<file path="src/indexed_list_engine_top_macros.svh">
// assertion macros for the indexed list engine
`ifndef INDEXED_LIST_ENGINE_TOP_MACROS_SVH
`define INDEXED_LIST_ENGINE_TOP_MACROS_SVH

// same-cycle implication, sampled on clk, off during rst
`define ILE_ASSERT_NOW(lbl, ante, cons, msg) \
  lbl: assert property (@(posedge clk) disable iff (rst) (ante) |-> (cons)) else $error(msg);

// next-cycle implication, sampled on clk, off during rst
`define ILE_ASSERT_NEXT(lbl, ante, cons, msg) \
  lbl: assert property (@(posedge clk) disable iff (rst) (ante) |=> (cons)) else $error(msg);

`endif

</file>
<file path="src/ile_pkg.sv">
// shared types and constants of the indexed list engine
package ile_pkg;

  localparam int DATA_W    = 16;
  localparam int VAL_W     = 21;
  localparam int MODE_W    = 3;
  localparam int POS_W     = 6;
  localparam int STATUS_W  = 2;
  localparam int S_TDATA_W = 32;
  localparam int M_TDATA_W = 24;

  localparam logic [MODE_W-1:0] MODE_LIST   = 3'd0;
  localparam logic [MODE_W-1:0] MODE_APPEND = 3'd1;
  localparam logic [MODE_W-1:0] MODE_DELETE = 3'd2;
  localparam logic [MODE_W-1:0] MODE_INSERT = 3'd3;
  localparam logic [MODE_W-1:0] MODE_SUM    = 3'd4;
  localparam logic [MODE_W-1:0] MODE_MIN    = 3'd5;

  localparam logic [STATUS_W-1:0] ST_OK      = 2'd0;
  localparam logic [STATUS_W-1:0] ST_EMPTY   = 2'd1;
  localparam logic [STATUS_W-1:0] ST_IDX_ERR = 2'd2;
  localparam logic [STATUS_W-1:0] ST_FULL    = 2'd3;

  localparam logic signed [DATA_W-1:0] MIN_START = 16'sd10001;

  typedef enum logic [2:0] {
    S_IDLE,
    S_SHIFT_UP,
    S_PUT,
    S_DEL,
    S_SCAN,
    S_FIN,
    S_RESP
  } ile_state_t;

  typedef struct packed {
    logic                       valid;
    logic [STATUS_W-1:0]        status;
    logic signed [VAL_W-1:0]    value;
    logic                       last;
  } ile_beat_t;

endpackage

</file>
<file path="src/ile_mem.sv">
// entry store: one write port, one registered read port with enable
module ile_mem #(
  parameter int DEPTH = 32,
  parameter int AW    = 5,
  parameter int DW    = 16
) (
  input  logic          clk,
  input  logic          we,
  input  logic [AW-1:0] waddr,
  input  logic [DW-1:0] wdata,
  input  logic          re,
  input  logic [AW-1:0] raddr,
  output logic [DW-1:0] rdata
);

  logic [DW-1:0] mem [DEPTH];

  always_ff @(posedge clk) begin
    if (we) begin
      mem[waddr] <= wdata;
    end
  end

  // read data holds while re is low
  always_ff @(posedge clk) begin
    if (re) begin
      rdata <= mem[raddr];
    end
  end

endmodule

</file>
<file path="src/ile_out.sv">
// output register stage of the result stream
module ile_out (
  input  logic                          clk,
  input  logic                          rst,
  input  ile_pkg::ile_beat_t            load,
  input  logic                          ready,
  output logic                          valid,
  output logic                          free,
  output logic [ile_pkg::STATUS_W-1:0]  status,
  output logic signed [ile_pkg::VAL_W-1:0] value,
  output logic                          last
);
  import ile_pkg::*;

  assign free = !valid || ready;

  always_ff @(posedge clk) begin
    if (rst) begin
      valid <= 1'b0;
    end else if (load.valid) begin
      valid <= 1'b1;
    end else if (ready) begin
      valid <= 1'b0;
    end
  end

  always_ff @(posedge clk) begin
    if (load.valid) begin
      status <= load.status;
      value  <= load.value;
      last   <= load.last;
    end
  end

endmodule

</file>
<file path="src/indexed_list_engine_top.sv">
// top level of the indexed list engine: sequencer around the entry store
//
//  channel | dir | fields (lowest bit up)                         | accepted when
//  s_*     | in  | tdata: mode[2:0] position[8:3] item_value[24:9] | s_tvalid && s_tready
//  m_*     | out | tdata: result_value[20:0]; tuser: status; tlast | m_tvalid && m_tready
//
// one item at a time; s_tready is high only while the sequencer is idle
// list: walks the n entries; sum and minimum: walk them, then finish and respond
// insert at p: a shift walk from the end down to p, one write, then a listing of n + 1 entries
// delete at p: a walk from p to the end; errors, empty cases and append skip the shift walk
// the walk runs one entry per cycle, save for m_tready stalls, through the single read port of the store
// reset clears the state, the fill count and the read flag; stalls on m_tready pause the listing walk
`include "indexed_list_engine_top_macros.svh"

module indexed_list_engine_top #(
  parameter int CAPACITY = 32
) (
  input  logic                            clk,
  input  logic                            rst,
  input  logic                            s_tvalid,
  output logic                            s_tready,
  // mode[2:0], position[8:3], item_value[24:9], zero fill above
  input  logic [ile_pkg::S_TDATA_W-1:0]   s_tdata,
  output logic                            m_tvalid,
  input  logic                            m_tready,
  // result_value[20:0], zero fill above
  output logic [ile_pkg::M_TDATA_W-1:0]   m_tdata,
  // status[1:0]
  output logic [ile_pkg::STATUS_W-1:0]    m_tuser,
  output logic                            m_tlast
);
  import ile_pkg::*;

  localparam int CW     = $clog2(CAPACITY + 1);
  localparam int AW     = (CAPACITY > 1) ? $clog2(CAPACITY) : 1;
  localparam int CMP_W  = (CW > POS_W) ? CW : POS_W;
  localparam int ACC_W  = (DATA_W + CW > VAL_W + 1) ? DATA_W + CW : VAL_W + 1;

  // sequencer state and walk registers
  ile_state_t               state, state_next;
  logic [CW-1:0]            count;
  logic [CW-1:0]            ptr;
  logic [CW-1:0]            left;
  logic [CW-1:0]            pos_r;
  logic [MODE_W-1:0]        op;
  logic [DATA_W-1:0]        val_r;
  logic signed [ACC_W-1:0]  acc;
  logic                     rd_valid;
  logic                     rd_last;
  logic [AW-1:0]            rd_addr_q;
  logic                     first;
  logic [STATUS_W-1:0]      resp_status;
  logic signed [VAL_W-1:0]  resp_value;
  logic                     listing;

  // input beat fields
  logic [MODE_W-1:0]        in_mode;
  logic [POS_W-1:0]         in_pos;
  logic [DATA_W-1:0]        in_val;
  logic                     accept;
  logic [CMP_W-1:0]         pos_ext;
  logic [CMP_W-1:0]         cnt_ext;
  logic                     full;

  assign in_mode = s_tdata[MODE_W-1:0];
  assign in_pos  = s_tdata[MODE_W+POS_W-1:MODE_W];
  assign in_val  = s_tdata[MODE_W+POS_W+DATA_W-1:MODE_W+POS_W];
  assign accept  = s_tvalid && s_tready;
  assign pos_ext = CMP_W'(in_pos);
  assign cnt_ext = CMP_W'(count);
  assign full    = (count == CW'(CAPACITY));

  // list, append and insert use the listing walk, except when they end in a single status response
  assign listing = op inside {MODE_LIST, MODE_APPEND, MODE_INSERT};

  // store ports
  logic                     rd_en;
  logic [AW-1:0]            raddr;
  logic signed [DATA_W-1:0] rd_data;
  logic                     mem_we;
  logic [AW-1:0]            waddr;
  logic [DATA_W-1:0]        wdata;

  // read data consumed this cycle, beat toward the output stage
  logic                     consume;
  ile_beat_t                load;
  logic                     out_free;
  logic signed [VAL_W-1:0]  out_value;

  logic signed [ACC_W-1:0]  rd_ext;
  logic [ACC_W-VAL_W:0]     acc_hi;
  logic signed [VAL_W-1:0]  sum_sat;

  assign rd_ext = ACC_W'(rd_data);
  assign raddr  = ptr[AW-1:0];

  // saturate the running sum to the result range
  assign acc_hi = acc[ACC_W-1:VAL_W-1];
  always_comb begin
    if ((&acc_hi) || !(|acc_hi)) begin
      sum_sat = acc[VAL_W-1:0];
    end else if (acc[ACC_W-1]) begin
      sum_sat = {1'b1, {(VAL_W-1){1'b0}}};
    end else begin
      sum_sat = {1'b0, {(VAL_W-1){1'b1}}};
    end
  end

  ile_mem #(
    .DEPTH (CAPACITY),
    .AW    (AW),
    .DW    (DATA_W)
  ) u_mem (
    .clk   (clk),
    .we    (mem_we),
    .waddr (waddr),
    .wdata (wdata),
    .re    (rd_en),
    .raddr (raddr),
    .rdata (rd_data)
  );

  ile_out u_out (
    .clk    (clk),
    .rst    (rst),
    .load   (load),
    .ready  (m_tready),
    .valid  (m_tvalid),
    .free   (out_free),
    .status (m_tuser),
    .value  (out_value),
    .last   (m_tlast)
  );

  assign m_tdata  = {{(M_TDATA_W-VAL_W){1'b0}}, out_value};
  // no beat is taken while reset is held
  assign s_tready = (state == S_IDLE) && !rst;

  // next state
  always_comb begin
    state_next = state;
    case (state)
      S_IDLE: begin
        if (accept) begin
          case (in_mode)
            MODE_LIST, MODE_SUM, MODE_MIN: begin
              state_next = (count == '0) ? S_RESP : S_SCAN;
            end
            MODE_APPEND: begin
              state_next = full ? S_RESP : S_PUT;
            end
            MODE_INSERT: begin
              if (pos_ext > cnt_ext || full) begin
                state_next = S_RESP;
              end else if (pos_ext == cnt_ext) begin
                state_next = S_PUT;
              end else begin
                state_next = S_SHIFT_UP;
              end
            end
            MODE_DELETE: begin
              state_next = (pos_ext >= cnt_ext) ? S_RESP : S_DEL;
            end
            default: state_next = S_IDLE;
          endcase
        end
      end
      S_SHIFT_UP: begin
        if (left == '0) begin
          state_next = S_PUT;
        end
      end
      S_PUT:  state_next = S_SCAN;
      S_DEL: begin
        if (left == '0) begin
          state_next = S_RESP;
        end
      end
      S_SCAN: begin
        if (consume && rd_last) begin
          state_next = listing ? S_IDLE : S_FIN;
        end
      end
      S_FIN:  state_next = S_RESP;
      S_RESP: begin
        if (out_free) begin
          state_next = S_IDLE;
        end
      end
      default: state_next = S_IDLE;
    endcase
  end

  // store and output stage controls
  always_comb begin
    consume = 1'b0;
    rd_en   = 1'b0;
    mem_we  = 1'b0;
    waddr   = '0;
    wdata   = '0;
    load    = '0;
    case (state)
      S_SHIFT_UP: begin
        // entry read last cycle moves one place toward the end
        consume = rd_valid;
        rd_en   = (left != '0);
        mem_we  = rd_valid;
        waddr   = rd_addr_q + 1'b1;
        wdata   = rd_data;
      end
      S_PUT: begin
        mem_we = 1'b1;
        waddr  = pos_r[AW-1:0];
        wdata  = val_r;
      end
      S_DEL: begin
        // first read is the removed entry, the rest move one place forward
        consume = rd_valid;
        rd_en   = (left != '0);
        mem_we  = rd_valid && !first;
        waddr   = rd_addr_q - 1'b1;
        wdata   = rd_data;
      end
      S_SCAN: begin
        if (listing) begin
          consume      = rd_valid && out_free;
          load.valid   = consume;
          load.status  = ST_OK;
          load.value   = VAL_W'(rd_data);
          load.last    = rd_last;
        end else begin
          consume = rd_valid;
        end
        rd_en = (left != '0) && (!rd_valid || consume);
      end
      S_RESP: begin
        load.valid  = out_free;
        load.status = resp_status;
        load.value  = resp_value;
        load.last   = 1'b1;
      end
      default: begin
        consume = 1'b0;
      end
    endcase
  end

  // control registers
  always_ff @(posedge clk) begin
    if (rst) begin
      state    <= S_IDLE;
      count    <= '0;
      rd_valid <= 1'b0;
    end else begin
      state    <= state_next;
      rd_valid <= rd_en || (rd_valid && !consume);
      if (state == S_PUT) begin
        count <= count + 1'b1;
      end else if (state == S_DEL && left == '0) begin
        count <= count - 1'b1;
      end
    end
  end

  // walk and payload registers
  always_ff @(posedge clk) begin
    if (rd_en) begin
      rd_addr_q <= ptr[AW-1:0];
      rd_last   <= (left == CW'(1));
      left      <= left - 1'b1;
      ptr       <= (state == S_SHIFT_UP) ? ptr - 1'b1 : ptr + 1'b1;
    end
    case (state)
      S_IDLE: begin
        if (accept) begin
          op    <= in_mode;
          val_r <= in_val;
          first <= 1'b1;
          case (in_mode)
            MODE_LIST: begin
              ptr         <= '0;
              left        <= count;
              resp_status <= ST_EMPTY;
              resp_value  <= '0;
            end
            MODE_APPEND: begin
              pos_r       <= count;
              resp_status <= ST_FULL;
              resp_value  <= '0;
            end
            MODE_INSERT: begin
              pos_r       <= CW'(in_pos);
              ptr         <= count - 1'b1;
              left        <= count - CW'(in_pos);
              resp_status <= (pos_ext > cnt_ext) ? ST_IDX_ERR : ST_FULL;
              resp_value  <= '0;
            end
            MODE_DELETE: begin
              ptr         <= CW'(in_pos);
              left        <= count - CW'(in_pos);
              resp_status <= ST_IDX_ERR;
              resp_value  <= '1;  // minus one
            end
            MODE_SUM: begin
              ptr         <= '0;
              left        <= count;
              acc         <= '0;
              resp_status <= ST_OK;
              resp_value  <= '0;
            end
            MODE_MIN: begin
              ptr         <= '0;
              left        <= count;
              acc         <= ACC_W'(MIN_START);
              resp_status <= ST_EMPTY;
              resp_value  <= '0;
            end
            default: begin
              first <= 1'b1;
            end
          endcase
        end
      end
      S_PUT: begin
        // list the grown list from the top
        ptr  <= '0;
        left <= count + 1'b1;
      end
      S_DEL: begin
        if (consume && first) begin
          first       <= 1'b0;
          resp_status <= ST_OK;
          resp_value  <= VAL_W'(rd_data);
        end
      end
      S_SCAN: begin
        if (consume) begin
          if (op == MODE_SUM) begin
            acc <= acc + rd_ext;
          end else if (rd_ext < acc) begin
            acc <= rd_ext;
          end
        end
      end
      S_FIN: begin
        resp_status <= ST_OK;
        resp_value  <= (op == MODE_SUM) ? sum_sat : acc[VAL_W-1:0];
      end
      default: begin
        first <= first;
      end
    endcase
  end

  // checks on the sequencer
  `ILE_ASSERT_NOW(a_count_cap, 1'b1, count <= CW'(CAPACITY), "fill count beyond capacity")
  `ILE_ASSERT_NOW(a_load_free, load.valid, out_free, "result loaded into a busy output stage")
  `ILE_ASSERT_NOW(a_no_collide, mem_we && rd_en, waddr != raddr, "read and write hit one entry")
  `ILE_ASSERT_NOW(a_idle_drained, s_tready, !rd_valid, "idle with a store read in flight")
  `ILE_ASSERT_NEXT(a_put_grows, state == S_PUT, count == $past(count) + 1'b1, "put did not grow list")

endmodule

</file>
<file path="config.mk">
export PLATFORM = sky130hd
export DESIGN_NAME = indexed_list_engine_top
export DESIGN_NICKNAME = d
export VERILOG_FILES = /design/src/ile_pkg.sv /design/src/ile_mem.sv /design/src/ile_out.sv /design/src/indexed_list_engine_top.sv
export VERILOG_INCLUDE_DIRS = /design/src /design/src/src
export SDC_FILE = /design/constraint.sdc
export NUM_CORES = 1
export LEC_CHECK = 0
export BUFFER_PORTS_ARGS = -buffer_cell sky130_fd_sc_hd__buf_2
export CAP_MARGIN = 10
export CORE_MARGIN = 1
export CORE_UTILIZATION = 50
export CTS_CLUSTER_SIZE = 14
export DETAILED_ROUTE_END_ITERATION = 10
export GPL_TIMING_DRIVEN = 0
export PLACE_DENSITY = 0.67
export SLEW_MARGIN = 40
export SYNTH_ARGS = -nofsm -noshare
export SYNTH_HDL_FRONTEND = slang
export SYNTH_HIERARCHICAL = 1
export SYNTH_SLANG_ARGS = --single-unit
</file>
<file path="constraint.sdc">
create_clock -name clk -period 4.6 [get_ports clk]
set_clock_uncertainty 0.2 [all_clocks]
set_input_delay 0.92 -clock clk [delete_from_list [all_inputs] [get_ports clk]]
set_output_delay 0.92 -clock clk [all_outputs]
set_load 0.02 [all_outputs]
</file>
==> qor.txt, run 1 <==
Top FF cell, synth - edfxtp_1
Hold Crit Class - in2reg
Mapped Cells - 1993
Leak - 11.02 nW
reg-to-reg endpoint - u_mem/mem[10][13]$_DFFE_PP_
CP max FO - 16
Peak VDD IR - 0.3548 mV
Final #Nets - 2254
Required @ worst endpoint - 4.62 ns
Port Buffer Count - 54
# setup viols final - 0
EDFF count, synth - 628
CTS Buf Count - 69
fmax - 221.4 MHz
synthesized cell area - 28830 um^2
r2r setup slk - 0.08 ns
initial antenna violation count - 0
CP Launch Type - flip-flop
Worst Path Buf+Inv - 4
Std-Cell Rows - 87
synthesis-to-finish area growth - 14.76%
DR vias - 17330
DR WL/cell - 23.54 um
max_slew headroom - 0.4241
distinct cell type count after synthesis - 84
Starting Density - 0.5083
Global Route Usage Sum - 0.2370
hold-fix buffer count after cts - 0
PwrDens - 494.1 nW/um^2
CP dominant cell by count - buf_4
num ports - 65
flip-flop and latch count after synthesis - 650
clock-pin transition on the worst setup and hold timing paths - 0.06 ns
Core Box Area - 56710 um^2
WS Path Type - reg2reg
pin count of the biggest net entering global routing - 33
run status - finished clean
Top Metal Used - met4
Yosys top cell area share - 0.6542
DR WL met2 - 31.65 mm
gr ovfl total - 0
Crit. End Element - flip-flop
Post-Route Utilization - 0.5833
vias in the first global route - 16720
die area - 58620 um^2
Root Buffer - clkbuf_16
Max-Cap Viols - 0
most frequent cells in the layout - edfxtp_1, mux2i_1, a21oi_1
syn_area_per_cell - 14.46 um^2
drt drc - 0
die height - 242.1 um
unrepaired setup endpoints after global routing - true
routed length on met3 - 5.565 mm
die width - 242.1 um
cell accounting for the most synthesized area - edfxtp_1
Slew @ Worst Pin - 0.8638 ns
WL final - 69.66 mm
Min-Delay Startpoint - s_tdata[9]
Via-to-Cell Ratio - 5.855
fin. max-slew vios - 0
Final ANT Viol Nets - 0
Crit path max-delay family - simple AND/OR/NAND/NOR gates
first-pass GRT wire length - 103.3 mm
H-tree depth - 3
Iteration-0 DRC Markers - 1778
Critical Path Max Stage Delay - 0.68 ns
CTS tree - done
Tcrit/Tclk final - 0.9818
Data arrival, critical path - 4.53 ns
Max clock buf depth - 3
Worst Hold End - val_r[0]$_DFFE_PP_
Sum Neg Setup Slack - 0 ns
Worst Hold Depth - 1
crit path time final - 4.517 ns
most common cell after layout, fill and taps aside - edfxtp_1
DP HPWL - 47.21 mm
largest cells by area after synthesis - edfxtp_1, mux2i_1, ha_1
sequential-to-total area share from yosys stat - 0.6695
worst path cell trace - buf_6, nor2b_1, buf_4, and2_1, buf_4, clkbuf_4, ha_1, a21o_1, a21oi_1, xor2_1, o21ai_2, or3b_2, nor2_2
Ys Warns - 6
Hold Vio Cnt, Final - 0
layout cells sized above 1 - 0.1548
GPL Wtd Cong - 0.9388
DRT Pass-1 Iters - 5
Worst Reg-to-Reg Cells - 13
CTS sink count - 650
DRT met1 WL - 30.48 mm
worst-skew pair later-pin latency - 0.61 ns
reg2reg start - state[0]$_SDFFE_PP0P_
Crit-path slowest cell - nor2_2
Ant. Diodes - 0
asr flop ratio synth - 0
## kinds of logic (layout without fill, tap and decap cells)
kind of cell,after synthesis,count (layout),synth area share
xor+xnor,42,42,0.01276
other cells,1,3,0.0001301
simple gates,378,378,0.06454
compound gates,416,416,0.09710
fa+ha+maj,65,65,0.02925
buf+inv,175,383,0.03425
mux,266,266,0.09250
flops,650,650,0.6695
## final cells by class
type	instances	area, um^2
multi-input cells	1170	8855
repair buffers	87	908.4
clock buffers	85	1808
plain buffers	113	758.2
inverters	62	234.0
fillers	4350	23630
well taps	756	945.9
clock inverters	36	272.8
flip-flops and latches	650	19300
## report_power, final
part	leakage [nW]	internal (mW)	switching [mW]
combinational	4.58	1.61	2.68
clock	1.01	2.92	2.22
sequential	5.43	6.73	0.176
## layer usage
| metal | vias to the layer above | global-route usage |
|---|---|---|
| li1 | 7995 | - |
| met1 | 8489 | 0.3398 |
| met2 | 718 | 0.3687 |
| met3 | 123 | 0.04055 |
| met4 | 0 | 0.07707 |
| met5 | - | 0 |
## per-stage QoR
stage	total power [mW]	cell area (um^2)	hold slack (ns)	setup WS, ns	instances
floorplan	9.889	28830	0.2511	0.1054	1995
CTS	16.40	32790	0.2777	0.04341	2946
global placement	11.17	30050	0.3103	-1.317	2805
detailed placement	11.28	30610	0.3048	-0.7051	2820
finish	16.35	33080	0.3018	0.08350	2959
global route	16.94	33080	0.2811	-0.1081	2959
## synth_stat cells, types with 4 or more instances
master / n
a211oi_1: 7
a21o_1: 9
a21oi_1: 122
a22o_1: 61
a22oi_1: 69
a31oi_1: 21
and2_1: 7
and3_1: 6
buf_12: 5
buf_2: 24
buf_4: 24
buf_6: 8
buf_8: 6
clkbuf_1: 45
dfxtp_1: 22
edfxtp_1: 628
fa_1: 4
ha_1: 61
inv_1: 60
mux2i_1: 263
nand2_1: 105
nand2b_1: 13
nand3_1: 50
nand3b_1: 6
nand4_1: 22
nor2_1: 100
nor2b_1: 13
nor3_1: 24
o21ai_0: 68
o21ai_1: 4
o21bai_1: 7
o22ai_1: 8
xnor2_1: 25
xor2_1: 17
## registers in the layout (all words and copies together), names as in the netlist, 3 cells and up
name and count:
u_out/value 21, rd_addr_q 5, u_mem/rdata 16, left 6, pos_r 5, ptr 5, cnt_ext 6, acc 22
u_mem/mem 512, resp_value 21, state 3, op 3, val_r 16
## worst reg2reg max path, stage by stage (launching register included)
cell and delay [ns]:
dfxtp_1 0.36, buf_6 0.15, nor2b_1 0.13, buf_4 0.20, and2_1 0.14, buf_4 0.16
clkbuf_4 0.26, ha_1 0.26, a21o_1 0.18, a21oi_1 0.18, xor2_1 0.10, o21ai_2 0.55
or3b_2 0.60, nor2_2 0.68
## what timing repair did
item,in CTS,in global routing
gates cloned,0,0
pin swaps,2,10
resized for setup,6,2
setup endpoints to repair,450,304
setup buffers,5,12
## how the worst max path moves through the flow
stage / startpoint / endpoint / slack, ns / cells after the start
after floorplan: state[0]$_SDFFE_PP0P_ / u_mem/mem[18][0]$_DFFE_PP_ / 0.11 / 15
after global placement: state[0]$_SDFFE_PP0P_ / u_mem/mem[18][1]$_DFFE_PP_ / -1.32 / 15
after detailed placement: state[0]$_SDFFE_PP0P_ / u_mem/mem[17][13]$_DFFE_PP_ / -0.71 / 15
after CTS: state[0]$_SDFFE_PP0P_ / u_mem/mem[11][14]$_DFFE_PP_ / 0.04 / 15
after global routing: state[0]$_SDFFE_PP0P_ / u_mem/mem[10][13]$_DFFE_PP_ / -0.11 / 15
final: state[0]$_SDFFE_PP0P_ / u_mem/mem[10][13]$_DFFE_PP_ / 0.08 / 13
No activity file was read; power rests on OpenSTA's default activity.
==> inputs of run 2 (changes only) <==
--- a/config.mk
+++ b/config.mk
@@ -8,8 +8,10 @@
 export LEC_CHECK = 0
 export BUFFER_PORTS_ARGS = -buffer_cell sky130_fd_sc_hd__buf_2
 export CAP_MARGIN = 10
+export CORE_ASPECT_RATIO = 0.8
 export CORE_MARGIN = 1
 export CORE_UTILIZATION = 50
+export CTS_BUF_LIST = sky130_fd_sc_hd__clkbuf_8
 export CTS_CLUSTER_SIZE = 14
 export DETAILED_ROUTE_END_ITERATION = 10
 export GPL_TIMING_DRIVEN = 0
==> run 2 against run 1 <==
Hold slack lost 0.10 ns. Critical path type unchanged. Via count grew 2.9%. Cell area shrank 1.6%. Critical path depth grew 3. Largest power group unchanged. Sequential power is essentially flat. Clock power shrank 19%. Routed wire length grew 1.7%. Highest routed layer unchanged. Core utilization shrank 1.0 points.
==> qor.txt, run 2 (same netlist as run 1, synthesis figures left out) <==
run status - finished clean (unchanged)
most common cell after layout, fill and taps aside - edfxtp_1 (unchanged)
DR vias - 17830 (was 17330)
crit path time final - 4.434 ns (was 4.517 ns)
Slew @ Worst Pin - 0.8196 ns (was 0.8638 ns)
Final #Nets - 2279 (was 2254)
Overall Power - 15.38 mW (was 16.35 mW)
Tcrit/Tclk final - 0.9639 (was 0.9818)
clock-pin transition on the worst setup and hold timing paths - 0.06 ns (about the same)
die area - 58620 um^2 (about the same)
Leak - 10.92 nW (was 11.02 nW)
CTS Buf Count - 99 (was 69)
Min-Delay Startpoint - s_tdata[10] (was s_tdata[9])
Port Buffer Count - 54 (unchanged)
Hold Crit Class - in2reg (unchanged)
Final ANT Viol Nets - 0 (unchanged)
pin count of the biggest net entering global routing - 33 (unchanged)
synthesis-to-finish area growth - 12.93% (was 14.76%)
Ant. Diodes - 0 (unchanged)
WL final - 70.84 mm (was 69.66 mm)
CP max FO - 16 (unchanged)
Required @ worst endpoint - 4.77 ns (was 4.62 ns)
Worst Reg-to-Reg Cells - 16 (was 13)
Hold Vio Cnt, Final - 0 (unchanged)
CP Launch Type - flip-flop (unchanged)
CTS sink count - 650 (unchanged)
Sum Neg Setup Slack - 0 ns (unchanged)
Via-to-Cell Ratio - 5.926 (was 5.855)
die width - 270.5 um (was 242.1 um)
Root Buffer - clkbuf_8 (was clkbuf_16)
Crit. End Element - flip-flop (unchanged)
layout cells sized above 1 - 0.1575 (was 0.1548)
max FFs per register - 512 (unchanged)
DP HPWL - 48.62 mm (was 47.21 mm)
Peak VDD IR - 0.2494 mV (was 0.3548 mV)
Global Route Usage Sum - 0.2407 (was 0.2370)
Max-Cap Viols - 0 (unchanged)
most frequent cells in the layout - edfxtp_1, mux2i_1, a21oi_1 (unchanged)
WHS - 0.2000 ns (was 0.3018 ns)
DR WL/cell - 23.55 um (was 23.54 um)
fmax - 225.5 MHz (was 221.4 MHz)
fin. max-slew vios - 0 (unchanged)
reg-to-reg endpoint - u_mem/mem[18][3]$_DFFE_PP_ (was u_mem/mem[10][13]$_DFFE_PP_)
max_slew headroom - 0.4500 (was 0.4241)
worst-skew pair later-pin latency - 0.69 ns (was 0.61 ns)
unrepaired setup endpoints after global routing - false (was true)
Data arrival, critical path - 4.61 ns (was 4.53 ns)
Core Box Area - 56800 um^2 (was 56710 um^2)
Starting Density - 0.5075 (was 0.5083)
# setup viols final - 0 (unchanged)
GPL Wtd Cong - 0.9357 (was 0.9388)
Max clock buf depth - 3 (unchanged)
Worst Hold Depth - 1 (unchanged)
drt drc - 0 (unchanged)
gr ovfl total - 0 (unchanged)
largest register by flop count - u_mem/mem (unchanged)
vias in the first global route - 17280 (was 16720)
die height - 216.8 um (was 242.1 um)
initial antenna violation count - 2 (was 0)
Iteration-0 DRC Markers - 1967 (was 1778)
Std-Cell Rows - 78 (was 87)
hold-fix buffer count after cts - 0 (unchanged)
Largest regs - u_mem/mem: 512 flops, acc: 22 flops (unchanged)
WS Path Type - reg2reg (unchanged)
PwrDens - 472.6 nW/um^2 (was 494.1 nW/um^2)
DRT Pass-1 Iters - 5 (unchanged)
CTS tree - done (unchanged)
Worst Hold End - val_r[1]$_DFFE_PP_ (was val_r[0]$_DFFE_PP_)
first-pass GRT wire length - 105.0 mm (was 103.3 mm)
r2r setup slk - 0.17 ns (was 0.08 ns)
reg2reg start - state[0]$_SDFFE_PP0P_ (unchanged)
num ports - 65 (unchanged)
H-tree depth - 3 (unchanged)
## run 2: changes by cell type in the layout (fill, tap and decap cells not counted), moves of 5 or more
cell       before  now
clkbuf_16      70    0
inv_1          60   92
buf_16         10    5
clkbuf_1       58   43
clkbuf_8        0  102
clkinv_1       13   27
## run 2: worst max-delay path by stage
| stage | end | from | slack [ns] | cells past startpoint |
|---|---|---|---|---|
| 3_5_place_dp | u_mem/mem[31][1]$_DFFE_PP_ | state[0]$_SDFFE_PP0P_ | -0.68 | 15 |
| 2_1_floorplan | u_mem/mem[18][0]$_DFFE_PP_ | state[0]$_SDFFE_PP0P_ | 0.11 | 15 |
| 4_1_cts | u_mem/mem[10][2]$_DFFE_PP_ | state[0]$_SDFFE_PP0P_ | -0.12 | 13 |
| 3_3_place_gp | u_mem/mem[17][14]$_DFFE_PP_ | state[0]$_SDFFE_PP0P_ | -1.15 | 15 |
| 5_1_grt | u_mem/mem[10][1]$_DFFE_PP_ | state[0]$_SDFFE_PP0P_ | 0.004 | 15 |
| 6_report | u_mem/mem[18][3]$_DFFE_PP_ | state[0]$_SDFFE_PP0P_ | 0.17 | 16 |
## run 2: critical path, stage by stage, from the launching register on
cell and delay, ns:
dfxtp_1 0.36, buf_6 0.15, nor2b_1 0.15, buf_4 0.21, and2_1 0.14, buf_4 0.16
clkbuf_2 0.31, ha_1 0.33, a21o_1 0.17, a21oi_1 0.18, xnor2_1 0.14, nand2_1 0.08
mux2_2 0.31, nor2_4 0.24, or3b_2 0.62, nor2_4 0.16, buf_12 0.17
## run 2: area by class of cell
| type | count | area [um^2] |
|---|---|---|
| fillers | 4554 | 24240 |
| flip-flops and latches | 650 | 19300 |
| multi-input cells | 1170 | 8866 |
| clock buffers | 102 | 1404 |
| well taps | 760 | 950.9 |
| repair buffers | 82 | 763.2 |
| plain buffers | 113 | 755.7 |
| clock inverters | 69 | 282.8 |
| inverters | 62 | 234.0 |
## run 2: routing by layer
layer / wire [um] / track usage / part of all wire
met5: 0 / 0 / 0
met4: 1578 / 0.06516 / 0.022
met3: 6711 / 0.06411 / 0.095
met2: 31120 / 0.3525 / 0.44
met1: 31430 / 0.3548 / 0.44
## run 2: power breakdown
| group | internal (mW) | total, mW | switching, mW |
|---|---|---|---|
| combinational | 1.60 | 4.30 | 2.70 |
| clock | 2.04 | 4.18 | 2.14 |
| sequential | 6.73 | 6.91 | 0.178 |
## run 2: what timing repair did
| action | CTS | global route |
|---|---|---|
| gates cloned | 0 | 0 |
| setup buffers | 11 | 6 |
| resized for setup | 7 | 2 |
| pin swaps | 9 | 6 |
| endpoints found under the setup margin | 480 | 384 |
## run 2: stage by stage
stage          setup WS (ns)  instance area, um^2  cells  utilization
2_1_floorplan         0.1054                28830   1995            -
3_5_place_dp         -0.6849                30480   2819       0.5365
5_1_grt             0.004060                32560   3008       0.5732
4_1_cts              -0.1182                32390   3001       0.5702
6_report              0.1662                32560   3008       0.5732
3_3_place_gp          -1.147                30060   2809       0.5291
